`config.mk`:
```
export PLATFORM = sky130hd
export DESIGN_NAME = sorted_insert_ring_queue_top
export DESIGN_NICKNAME = d
export VERILOG_FILES = /design/src/rtl/sirq_pkg.sv /design/src/rtl/sorted_insert_ring_queue_top.sv /design/src/rtl/sirq_mem.sv /design/src/rtl/sirq_ctrl.sv
export SDC_FILE = /design/constraint.sdc
export NUM_CORES = 1
export LEC_CHECK = 0
export BUFFER_PORTS_ARGS = -buffer_cell sky130_fd_sc_hd__buf_2
export CORE_MARGIN = 1.5
export CORE_UTILIZATION = 45
export CTS_CLUSTER_DIAMETER = 150
export DETAILED_ROUTE_END_ITERATION = 10
export HOLD_SLACK_MARGIN = 0.03
export PLACE_DENSITY = 0.74
export SKIP_LAST_GASP = 1
export SLEW_MARGIN = 20
export SYNTH_ARGS = -nofsm -noshare
export SYNTH_HDL_FRONTEND = slang
export SYNTH_HIERARCHICAL = 1
export SYNTH_SLANG_ARGS = --single-unit
export TNS_END_PERCENT = 50
```
`constraint.sdc`:
```
create_clock -name clk -period 8.25 [get_ports clk]
set_clock_uncertainty 0.05 [all_clocks]
set_input_delay 1.65 -clock clk [delete_from_list [all_inputs] [get_ports clk]]
set_output_delay 1.65 -clock clk [all_outputs]
set_load 0.01 [all_outputs]
```
`src/rtl/sirq_pkg.sv`:
```
// ----------------------------------------------------------------------------
// sirq_pkg: shared types for the sorted insert ring queue
// Command, status and state codes, request/result words, stored entry layout.
// ----------------------------------------------------------------------------
`default_nettype none

package sirq_pkg;

	// result occupancy field width (count is masked to this)
	localparam int OCC_W = 5;

	typedef enum logic [1:0] {
		CMD_PUSH        = 2'd0,
		CMD_SORTED_PUSH = 2'd1,
		CMD_POP         = 2'd2
	} command_t;

	typedef enum logic [1:0] {
		STATUS_OK        = 2'd0,
		STATUS_OVERFLOW  = 2'd1,
		STATUS_UNDERFLOW = 2'd2
	} status_t;

	typedef enum logic [1:0] {
		ST_IDLE,
		ST_SHIFT,
		ST_INSERT,
		ST_POP
	} state_t;

	// input word
	typedef struct packed {
		logic [1:0]         command;
		logic signed [31:0] item_value;
		logic signed [31:0] item_key;
	} request_t;

	// output word
	typedef struct packed {
		logic signed [31:0] popped_value;
		logic [1:0]         status;
		logic [OCC_W-1:0]   occupancy;
	} result_t;

	// one queue slot
	typedef struct packed {
		logic signed [31:0] value;
		logic signed [31:0] key;
	} entry_t;

endpackage

`default_nettype wire

```
`src/rtl/sorted_insert_ring_queue_top.sv`:
```
// ----------------------------------------------------------------------------
// sorted_insert_ring_queue_top: ring queue with plain push, sorted push, pop
// Plain push, overflow, underflow, unused code: result formed at accept;
// pop reads the head, then returns it; sorted push shifts one entry per step
// until a stored key is not above it or all held entries moved, then inserts.
// One slot per cycle through one key comparator; busy is high meanwhile and
// the next word is taken at the edge that takes done. Reset clears pointers,
// count and sequencer, not entry contents; the receiver cannot stall.
// ----------------------------------------------------------------------------
`default_nettype none

module sorted_insert_ring_queue_top
	import sirq_pkg::*;
#(
	parameter int QUEUE_DEPTH = 16
) (
	input  wire logic     clk,
	input  wire logic     arst_n,
	input  wire logic     start,
	input  wire request_t request,
	output logic          busy,
	output logic          done,
	output result_t       result
);

	localparam int IW = (QUEUE_DEPTH > 1) ? $clog2(QUEUE_DEPTH) : 1;
	localparam int CW = $clog2(QUEUE_DEPTH + 1);

	logic          emit;
	result_t       res;
	logic          mem_we;
	logic [IW-1:0] mem_waddr;
	entry_t        mem_wdata;
	logic          mem_re;
	logic [IW-1:0] mem_raddr;
	entry_t        mem_rdata;
	logic          done_q;
	result_t       result_q;

	sirq_ctrl #(
		.DEPTH (QUEUE_DEPTH),
		.IW    (IW),
		.CW    (CW)
	) u_ctrl (
		.clk       (clk),
		.arst_n    (arst_n),
		.start     (start),
		.request   (request),
		.busy      (busy),
		.emit      (emit),
		.res       (res),
		.mem_we    (mem_we),
		.mem_waddr (mem_waddr),
		.mem_wdata (mem_wdata),
		.mem_re    (mem_re),
		.mem_raddr (mem_raddr),
		.mem_rdata (mem_rdata)
	);

	sirq_mem #(
		.DEPTH (QUEUE_DEPTH),
		.IW    (IW)
	) u_mem (
		.clk   (clk),
		.we    (mem_we),
		.waddr (mem_waddr),
		.wdata (mem_wdata),
		.re    (mem_re),
		.raddr (mem_raddr),
		.rdata (mem_rdata)
	);

	// result strobe
	always_ff @(posedge clk or negedge arst_n) begin
		if (!arst_n) begin
			done_q <= 1'b0;
		end else begin
			done_q <= emit;
		end
	end

	// result word
	always_ff @(posedge clk) begin
		if (emit) begin
			result_q <= res;
		end
	end

	assign done   = done_q;
	assign result = result_q;

endmodule

`default_nettype wire

```
`src/rtl/sirq_mem.sv`:
```
// ----------------------------------------------------------------------------
// sirq_mem: entry storage
// One write port and one read port; read data is registered.
// ----------------------------------------------------------------------------
`default_nettype none

module sirq_mem
	import sirq_pkg::*;
#(
	parameter int DEPTH = 16,
	parameter int IW    = 4
) (
	input  wire logic          clk,
	input  wire logic          we,
	input  wire logic [IW-1:0] waddr,
	input  wire entry_t        wdata,
	input  wire logic          re,
	input  wire logic [IW-1:0] raddr,
	output entry_t             rdata
);

	entry_t mem [DEPTH];
	entry_t rdata_q;

	// write port
	always_ff @(posedge clk) begin
		if (we) begin
			mem[waddr] <= wdata;
		end
	end

	// registered read port
	always_ff @(posedge clk) begin
		if (re) begin
			rdata_q <= mem[raddr];
		end
	end

	assign rdata = rdata_q;

endmodule

`default_nettype wire

```
`src/rtl/sirq_ctrl.sv`:
```
// ----------------------------------------------------------------------------
// sirq_ctrl: queue sequencer
// Holds head, tail and count; walks back from the rear one slot per cycle
// through a single key comparator for sorted push.
// ----------------------------------------------------------------------------
`default_nettype none

module sirq_ctrl
	import sirq_pkg::*;
#(
	parameter int DEPTH = 16,
	parameter int IW    = 4,
	parameter int CW    = 5
) (
	input  wire logic          clk,
	input  wire logic          arst_n,
	input  wire logic          start,
	input  wire request_t      request,
	output logic               busy,
	output logic               emit,
	output result_t            res,
	// storage port
	output logic               mem_we,
	output logic [IW-1:0]      mem_waddr,
	output entry_t             mem_wdata,
	output logic               mem_re,
	output logic [IW-1:0]      mem_raddr,
	input  wire entry_t        mem_rdata
);

	function automatic logic [IW-1:0] slot_next(input logic [IW-1:0] i);
		return (i == IW'(DEPTH - 1)) ? '0 : i + 1'b1;
	endfunction

	function automatic logic [IW-1:0] slot_prev(input logic [IW-1:0] i);
		return (i == '0) ? IW'(DEPTH - 1) : i - 1'b1;
	endfunction

	state_t         state_q, state_d;
	logic [IW-1:0]  head_q, head_d;
	logic [IW-1:0]  tail_q, tail_d;
	logic [CW-1:0]  count_q, count_d;
	logic [IW-1:0]  ins_q, ins_d;
	logic [CW-1:0]  moved_q, moved_d;
	request_t       req_q;

	logic           full;
	logic           key_gt;
	logic [IW-1:0]  ins_prev;
	logic [CW-1:0]  moved_nx;

	assign full     = (count_q == CW'(DEPTH));
	assign ins_prev = slot_prev(ins_q);
	assign moved_nx = moved_q + 1'b1;
	// the shared comparator: stored key strictly above the new key
	assign key_gt   = ($signed(mem_rdata.key) > $signed(req_q.item_key));
	assign busy     = (state_q != ST_IDLE);

	// state and pointer registers
	always_ff @(posedge clk or negedge arst_n) begin
		if (!arst_n) begin
			state_q <= ST_IDLE;
			head_q  <= '0;
			tail_q  <= '0;
			count_q <= '0;
			ins_q   <= '0;
			moved_q <= '0;
		end else begin
			state_q <= state_d;
			head_q  <= head_d;
			tail_q  <= tail_d;
			count_q <= count_d;
			ins_q   <= ins_d;
			moved_q <= moved_d;
		end
	end

	// latched command word
	always_ff @(posedge clk) begin
		if (start && !busy) begin
			req_q <= request;
		end
	end

	// next state, storage access and result
	always_comb begin
		state_d   = state_q;
		head_d    = head_q;
		tail_d    = tail_q;
		count_d   = count_q;
		ins_d     = ins_q;
		moved_d   = moved_q;
		mem_we    = 1'b0;
		mem_waddr = ins_q;
		mem_wdata = mem_rdata;
		mem_re    = 1'b0;
		mem_raddr = ins_prev;
		emit      = 1'b0;
		res.popped_value = '0;
		res.status       = STATUS_OK;
		res.occupancy    = OCC_W'(count_q);

		unique case (state_q)
			ST_IDLE: begin
				if (start) begin
					if (request.command == CMD_PUSH || request.command == CMD_SORTED_PUSH) begin
						if (full) begin
							emit       = 1'b1;
							res.status = STATUS_OVERFLOW;
						end else if (request.command == CMD_PUSH || count_q == '0) begin
							// append at the rear right away
							mem_we          = 1'b1;
							mem_waddr       = tail_q;
							mem_wdata.value = request.item_value;
							mem_wdata.key   = (request.command == CMD_PUSH) ?
							                  request.item_value : request.item_key;
							tail_d          = slot_next(tail_q);
							count_d         = count_q + 1'b1;
							emit            = 1'b1;
							res.occupancy   = OCC_W'(count_d);
						end else begin
							// start the walk at the slot before the rear
							mem_re    = 1'b1;
							mem_raddr = slot_prev(tail_q);
							ins_d     = tail_q;
							moved_d   = '0;
							state_d   = ST_SHIFT;
						end
					end else if (request.command == CMD_POP) begin
						if (count_q == '0) begin
							emit       = 1'b1;
							res.status = STATUS_UNDERFLOW;
						end else begin
							mem_re    = 1'b1;
							mem_raddr = head_q;
							state_d   = ST_POP;
						end
					end else begin
						// unused code: no change
						emit = 1'b1;
					end
				end
			end

			ST_SHIFT: begin
				// read data holds the entry just before ins_q
				if (key_gt) begin
					mem_we    = 1'b1;
					mem_waddr = ins_q;
					mem_wdata = mem_rdata;
					ins_d     = ins_prev;
					moved_d   = moved_nx;
					if (moved_nx < count_q) begin
						mem_re    = 1'b1;
						mem_raddr = slot_prev(ins_prev);
					end else begin
						state_d = ST_INSERT;
					end
				end else begin
					state_d = ST_INSERT;
				end
			end

			ST_INSERT: begin
				mem_we          = 1'b1;
				mem_waddr       = ins_q;
				mem_wdata.value = req_q.item_value;
				mem_wdata.key   = req_q.item_key;
				tail_d          = slot_next(tail_q);
				count_d         = count_q + 1'b1;
				emit            = 1'b1;
				res.occupancy   = OCC_W'(count_d);
				state_d         = ST_IDLE;
			end

			ST_POP: begin
				head_d           = slot_next(head_q);
				count_d          = count_q - 1'b1;
				emit             = 1'b1;
				res.popped_value = mem_rdata.value;
				res.occupancy    = OCC_W'(count_d);
				state_d          = ST_IDLE;
			end

			default: begin
				state_d = ST_IDLE;
			end
		endcase
	end

endmodule

`default_nettype wire

```
Word level (Yosys, flattened, before mapping)
Memories as Yosys holds them, arrays and structs flattened. A register that Yosys moved wholly into a read port is not among the register bits.
Index checks and enable logic that the tools add are counted.
- logic and storage cells: 147
- RAM bits: 1024
- bits in registers: 128
- memories: 1
- input bits: 69
- output and inout bits: 41
- magnitude comparators: 2
- equality and inequality tests: 19
- reductions and logical operators: 20
- multiplexer cells: 85
- add/sub/neg operators: 8
- memories (memory ; depth ; bits a word ; read ports ; clocked after Yosys merged registers in ; write ports ; line ; text):
    u_mem.mem ; 16 ; 64 ; 1 ; 1 ; 1 ; sirq_mem.sv:22 ; entry_t mem [DEPTH];
- operators with widths (kind ; number):
    $mux 64 ; 4
    $pmux 64 s2 ; 1
    $mux 4 ; 27
    $mux 5 ; 10
    $gt 32x32->1 ; 1
    $mux 32 ; 1
    $pmux 5 s3 ; 2
    $pmux 4 s2 ; 3
    $mux 2 ; 11
    $mux 1 ; 21
    $logic_not 4->1 ; 3
    $reduce_and 6->1 ; 2
    $sub 4x1->4 const B ; 3
    $add 5x1->5 const B ; 2
    $pmux 5 s2 ; 1
    $ne 3x3->1 const B ; 3
    $add 4x1->4 const B ; 2
    $eq 4x4->1 const B ; 2
    $eq 2x2->1 const B ; 3
    $ne 2x1->1 const B ; 3
    $ne 2x2->1 const B ; 3
    $pmux 2 s3 ; 1
    $reduce_bool 2->1 ; 3
    $eq 5x5->1 const B ; 1
    other kinds (16) ; 21

Logic depth before layout (Yosys ltp)
Gate-level depths: netlist of run 1.
- word-level depth: 9
- mapped depth: 16
- mapped depth without buffers: 12

Hierarchy
The synthesis of run 1 kept the hierarchy.
- modules (own cells, without submodules) (module ; seq. area each (um^2) ; cells an instance ; area each (um^2) ; instances):
    sirq_mem ; 32671.3 ; 1647 ; 40222.3 ; 1
    sirq_ctrl ; 2522.4 ; 811 ; 6896.6 ; 1
    sorted_insert_ring_queue_top ; 1196.1 ; 40 ; 1196.1 ; 1

Least setup slack after synthesis of run 1
Ideal clock, no wire load.
- kind: input -> register
- start point: input port start
- end point: memory u_mem/mem[0][0] (netlist name) (enable)
- path buffers: 2
- cell stages on the path: 9
- data required time: 7.635 ns
- path slack: -1.518 ns
- arrival: 9.153 ns
- library setup time: 0.565 ns
- cell sequence: inv_1 or2_2 clkbuf_1 inv_1 and2_1 buf_2 mux2_2 or3b_2 nor3_1
- elaborated cells between the ends (all ways): 6
- classes of those cells: mux (6)
- RTL lines (item ; line ; text):
    start: declaration ; sorted_insert_ring_queue_top.sv:19 ; input wire logic start,
    $mux 4 ; sirq_ctrl.sv:105 ; if (start) begin
    $mux 4 ; -- ;
    net mem_waddr[3] ; sorted_insert_ring_queue_top.sv:32 ; logic [IW-1:0] mem_waddr;
    end: declaration ; sirq_mem.sv:22 ;
The timed path passes the listed nets, and every way through them passes these cells.

Final worst setup path of run 1
- start point: register, netlist name u_mem/rdata[31]
- end point: register, netlist name u_mem/rdata[41]
- cells in the longest elaborated chain, start to end: 3
- elaborated cells between the ends (all ways): 5
- classes of those cells: order compare (1); mux (4)
- ends and longest elaborated chain (item ; line ; text):
    $gt 32x32->1 ; sirq_ctrl.sv:56 ; assign key_gt = ($signed(mem_rdata.key) > $signed(req_q.item_key));
    $mux 4 ; sirq_ctrl.sv:147 ; if (key_gt) begin
    $pmux 4 s2 ; sirq_ctrl.sv:103 ; unique case (state_q)
    net mem_raddr[0] ; sorted_insert_ring_queue_top.sv:35 ; logic [IW-1:0] mem_raddr;
The timed path passes the listed nets, and every way through them passes these cells.
A chain may end at the register's enable or synchronous reset.

==> results.json, run 1 <==
{
  "r2r-start": "u_mem/rdata[31]$_DFFE_PP_",
  "synth.cell_area_mm2": 0.0483,
  "grt_start_max_net_pins": 75,
  "yosysSeqAreaShare_pct": 75.3,
  "cp_data_arrival_time_ps": 5960,
  "fp-row-count": 120,
  "fin_util_pct": 50.9,
  "worstHoldStart": "u_ctrl/head_q[3]$_DFFE_PN0P_",
  "synth_top_area_cell": "edfxtp_1",
  "status": "complete, no violations",
  "ant_nets": 0,
  "io_pins": 110,
  "post_cts_buffers": 0,
  "clockBufferDepth": 3,
  "overflow": 0,
  "die_h_um": 331,
  "dp_hpwl_um": 67100,
  "ys_warn_count": 6,
  "dr.max_layer_used": "met5",
  "core_mm2": 0.107,
  "critPathCaptureType": "register",
  "r2r_end": "u_mem/rdata[41]$_DFFE_PP_",
  "power.density_mw_per_mm2": 437,
  "dp.cells": 3919,
  "clk_pin_slew_ps": 60,
  "synth_area_per_cell_um2": 19.3,
  "ctsHoldBuffers": 0,
  "routed-via-count": 25900,
  "die_area_mm2": 0.109,
  "syn-num-nets": 2614,
  "hp-class": "register to register",
  "reg2reg_slack_ps": 2650,
  "worstSetupPathType": "register to register",
  "area_growth_pct": 12.6,
  "ys_ff_latch": 1216,
  "ys_types": 67,
  "drv_cap": 0,
  "max_freq_mhz": 179,
  "setup_viol": 0,
  "post-route-drc-count": 0,
  "wl_met3_um": 14700,
  "cts_tree": "yes",
  "numCtsBuffers": 111,
  "ir_worst_vdd_v": 0.000398,
  "synth_edf_count": 1191,
  "min_path_cells": 1,
  "synthTopCellsByArea": "edfxtp_1 (74%), mux4_2 (12%), a22oi_1 (2.9%), nand2_1 (1.4%), dfrtp_1 (1.3%)",
  "synth_async_sr_flop_share_pct": 2.06,
  "worst_slew_pin_slew_ps": 1100,
  "synth-main-ff-cell": "edfxtp_1",
  "period_share_pct": 67.8,
  "cts.sinks": 1216,
  "setup_slack_ps": 2650,
  "track_usage_pct": 22.1,
  "drive_above_1_share_pct": 23.5,
  "hold_path_end": "u_ctrl/head_q[3]$_DFFE_PN0P_",
  "cp_max_fo": 70,
  "htreeDepth": 3,
  "tns_ps": 0,
  "drt-total-wl_um": 120000,
  "relSlewSlack_pct": 26.7,
  "grt_pass1_vias": 25800,
  "synth_top_area_share_pct": 74.0,
  "power_leakage_nw": 17.7,
  "hold_viol": 0,
  "reg2reg_depth": 12,
  "via_per_inst": 6.28,
  "clk_latency_ps": 690,
  "die_x_um": 331,
  "power_mw": 23.8,
  "portBuffers": 109,
  "dp_slack_ps": 2280,
  "wl_per_cell_um": 29.2,
  "rsz0062_at_grt": "no",
  "critPathLaunchType": "register",
  "drtIter0Drc": 3593,
  "slew_violations": 0,
  "cts_root_buf": "clkbuf_16",
  "grt_pass1_wl_um": 175000,
  "critPathRequiredTime_ps": 8610,
  "antenna_found_initial": 8,
  "drt_first_pass_iters": 6,
  "cts_resized": 0,
  "wl_met2_um": 55700,
  "syn_inst": 2498,
  "wl_met1_um": 46700,
  "initial_core_util_pct": 45.3,
  "finalNetCount": 2746,
  "instances_no_fill": 4125,
  "timing.final.crit_period_ps": 5600,
  "gp_congestion": 0.877
}
[worst max path at each step]
stage / from / to / slack [ps]
4_1_cts: u_mem/rdata[31]$_DFFE_PP_ / u_mem/rdata[62]$_DFFE_PP_ / 2770
3_3_place_gp: start / u_mem/mem[0][25]$_DFFE_PP_ / 2380
2_1_floorplan: start / u_mem/mem[12][0]$_DFFE_PP_ / -1240
3_5_place_dp: start / u_mem/mem[0][23]$_DFFE_PP_ / 2280
6_report: u_mem/rdata[31]$_DFFE_PP_ / u_mem/rdata[41]$_DFFE_PP_ / 2650
5_1_grt: u_mem/rdata[31]$_DFFE_PP_ / u_mem/rdata[62]$_DFFE_PP_ / 2290
[cell usage in the layout (no fill, tap or decap), types with 40 or more instances in the layout]
cell type,Yosys,routed
edfxtp_1,1191,1191
mux4_2,256,256
buf_2,26,109
inv_1,49,48
a21oi_1,40,40
o21ai_0,46,42
ha_1,47,47
nand2_1,178,178
nor2_1,57,41
a22oi_1,184,184
clkbuf_16,0,113
[per-layer routing]
metal  vias up  track usage, %
li1      10600               -
met1     13500            31.7
met2      1643            33.5
met3       219            5.56
met4        10            6.83
met5         -               0
[synth_stat cells (all sizes together) (3+ instances only)]
cell	instances
a2111oi	13
dfrtp	25
mux4	256
nand4	8
nor3	12
o21ai	76
mux2i	8
o22a	12
nor4	6
clkbuf	79
nor2b	9
mux2	7
a31oi	24
o211ai	4
nand3	25
o22ai	8
nand2b	5
or2	4
a311oi	3
and3	34
edfxtp	1191
o21a	5
a22oi	184
xnor2	10
a21oi	41
inv	49
or3b	3
a21o	5
buf	63
nand3b	3
o31ai	5
ha	47
and2	14
nand2	179
nor2	58
[through the flow]
step | hold slack (ps) | cell area [um^2]
final | 485 | 54400
after floorplan | 417 | 48300
after CTS | 471 | 54300
after global placement | 447 | 50700
after detailed placement | 463 | 50700
after global routing | 500 | 54400
[flip-flops by register name, indices dropped and copies added (netlist names), 2 cells and up]
name            cells
u_ctrl/state_q      2
u_ctrl/count_q      5
u_mem/rdata        64
u_ctrl/req_q       64
u_ctrl/head_q       4
u_ctrl/tail_q       4
result             39
u_mem/mem        1024
u_ctrl/ins_q        4
u_ctrl/moved_q      5
[power by group]
part | leakage (nW) | internal, mW | switching (mW) | total (mW)
logic | 4.82 | 3.55 | 5.43 | 8.98
clock network | 1.77 | 2.91 | 2.21 | 5.12
registers | 11.1 | 9.15 | 0.517 | 9.66
[critical path, stage by stage (launching register included)]
cell and delay (ps):
edfxtp_1 420, ha_1 530, nand4_1 360, nor3_1 270, nand2_1 80, o211ai_1 220
mux2i_1 900, o211ai_1 290, nand3_4 630, buf_12 500, mux4_2 600, a22oi_1 230
nand2_1 80
[cells by family after synthesis]
kind of cell,synth area share [%]
buffers and inverters,1.82
XOR/XNOR,0.218
adder cells (fa/ha/maj),1.22
flip-flops,75.3
AO/OA/AOI/OAI,5.70
multiplexers,12.3
AND/OR/NAND/NOR,3.47
[cell type report]
type	instances	area (um^2)
tap	1403	1760
multi-input combinational	1089	11200
timing repair buffer	161	1170
clock inverter	77	734
fill	8154	52400
antenna	4	10.0
sequential	1216	36400
inverter	51	193
clock buffer	124	2880
No activity file was read; power rests on OpenSTA's default activity.
==> inputs of run 2 (changes only) <==
Clock period 8.25 ns to 5 ns, I/O delays scaled along.
==> results.json, run 2 (synthesized netlist as in run 1, its figures left out) <==
{
  "wl_per_cell_um": 29.7,
  "cts_resized": 0,
  "gp_congestion": 0.902,
  "grt_pass1_vias": 26300,
  "post-route-drc-count": 0,
  "post_cts_buffers": 0,
  "reg2reg_slack_ps": 190,
  "ir_worst_vdd_v": 0.00105,
  "setup_slack_ps": 191,
  "cp_data_arrival_time_ps": 5190,
  "largest_reg_flops": 1024,
  "critPathLaunchType": "register",
  "power_leakage_nw": 18.1,
  "rsz0062_at_grt": "no",
  "via_per_inst": 6.28,
  "core_mm2": 0.107,
  "dp_hpwl_um": 70600,
  "wl_met2_um": 58400,
  "die_area_mm2": 0.109,
  "io_pins": 110,
  "drv_cap": 0,
  "critPathCaptureType": "register",
  "grt_start_max_net_pins": 85,
  "r2r_end": "u_mem/rdata[35]$_DFFE_PP_",
  "top_register": "u_mem/mem",
  "area_growth_pct": 13.9,
  "status": "complete, no violations",
  "critPathRequiredTime_ps": 5380,
  "wl_met3_um": 14900,
  "die_x_um": 331,
  "cts.sinks": 1216,
  "cts_root_buf": "clkbuf_16",
  "fp-row-count": 120,
  "r2r-start": "u_mem/rdata[23]$_DFFE_PP_",
  "clockBufferDepth": 3,
  "hp-class": "input pin to async pin",
  "power_mw": 40.0,
  "nFillCells": 8172,
  "antenna_found_initial": 11,
  "routed-via-count": 26300,
  "ant_nets": 0,
  "instances_no_fill": 4187,
  "cp_max_fo": 20,
  "path_cells": "ha_1 > a21oi_1 > o21ai_0 > a221oi_1 > o211ai_1 > mux2i_1 > o211ai_1 > nand3_4 > buf_12 > buf_12 > mux4_2 > a22oi_1 > nand2_1",
  "finalNetCount": 2802,
  "fin_util_pct": 51.5,
  "grt_pass1_wl_um": 180000,
  "drive_above_1_share_pct": 24.8,
  "die_h_um": 331,
  "reg2reg_depth": 13,
  "cts_tree": "yes",
  "drt-total-wl_um": 124000,
  "final-seq-area_mm2": 0.0364,
  "worstSetupPathType": "register to register",
  "ctsHoldBuffers": 0,
  "track_usage_pct": 22.8,
  "power.density_mw_per_mm2": 727,
  "wl_met1_um": 46700,
  "initial_core_util_pct": 45.3,
  "overflow": 0,
  "setup_viol": 0,
  "timing.final.crit_period_ps": 4810,
  "drtIter0Drc": 3676,
  "hold_viol": 0,
  "dr.max_layer_used": "met5",
  "slowest_delay_ps": 810,
  "holdWs_ps": 294,
  "cp_slowest_cell": "mux2i_1",
  "drt_first_pass_iters": 6,
  "multi_input_area_mm2": 0.0113,
  "final_common_cell": "edfxtp_1",
  "max_freq_mhz": 208,
  "worst_slew_pin_slew_ps": 1110,
  "clk_latency_ps": 710,
  "relSlewSlack_pct": 25.8,
  "portBuffers": 109,
  "numCtsBuffers": 115,
  "final_cell_mix": "edfxtp_1 (1191), mux4_2 (256), a22oi_1 (184)",
  "clk_pin_slew_ps": 60,
  "slew_violations": 0,
  "period_share_pct": 96.2,
  "dp.cells": 3972,
  "htreeDepth": 3,
  "dp_slack_ps": 365
}
## run 2: where the power goes
part,switching [mW],internal [mW]
Clock,3.70,4.70
Sequential,0.705,15.1
Combinational,9.44,6.41
## run 2: layout make-up
| type | instances | share of cell area [%] |
|---|---|---|
| antenna | 4 | 0.0182 |
| tap | 1403 | 3.19 |
| timing repair buffer | 213 | 3.18 |
| inverter | 51 | 0.377 |
| clock inverter | 68 | 1.06 |
| clock buffer | 143 | 5.50 |
| sequential | 1216 | 66.2 |
| multi-input combinational | 1089 | 20.5 |
## run 2: layer usage
metal	vias up	global-route usage (%)
met5	-	0
met4	12	8.14
met3	282	5.64
met2	1801	35.8
met1	13500	31.2
li1	10700	-
## run 2: how the worst max path moves through the flow
stage                              startpoint                   endpoint  slack (ps)  depth (start not counted)
floorplan                               start  u_mem/mem[0][0]$_DFFE_PP_        -500                          9
global placement    u_mem/rdata[31]$_DFFE_PP_   u_mem/rdata[3]$_DFFE_PP_         370                         12
detailed placement  u_mem/rdata[31]$_DFFE_PP_   u_mem/rdata[3]$_DFFE_PP_         360                         12
CTS                 u_mem/rdata[23]$_DFFE_PP_  u_mem/rdata[40]$_DFFE_PP_         330                         13
global route        u_mem/rdata[31]$_DFFE_PP_   u_mem/rdata[3]$_DFFE_PP_          70                         12
finish              u_mem/rdata[23]$_DFFE_PP_  u_mem/rdata[35]$_DFFE_PP_         190                         13
## run 2: critical path: cells and delay by family, from the launching register on
| family | cells | cell delay (ps) |
|---|---|---|
| AND/OR/NAND/NOR | 2 | 500 |
| multiplexers | 2 | 1340 |
| buffers and inverters | 2 | 480 |
| flip-flops | 1 | 440 |
| adder cells (fa/ha/maj) | 1 | 370 |
| AO/OA/AOI/OAI | 6 | 1320 |
## run 2: stage by stage
step	area (um^2)	setup TNS, ps
global placement	51400	0
global route	55000	0
floorplan	48500	-316990
detailed placement	51400	0
finish	55000	0
CTS	55000	0
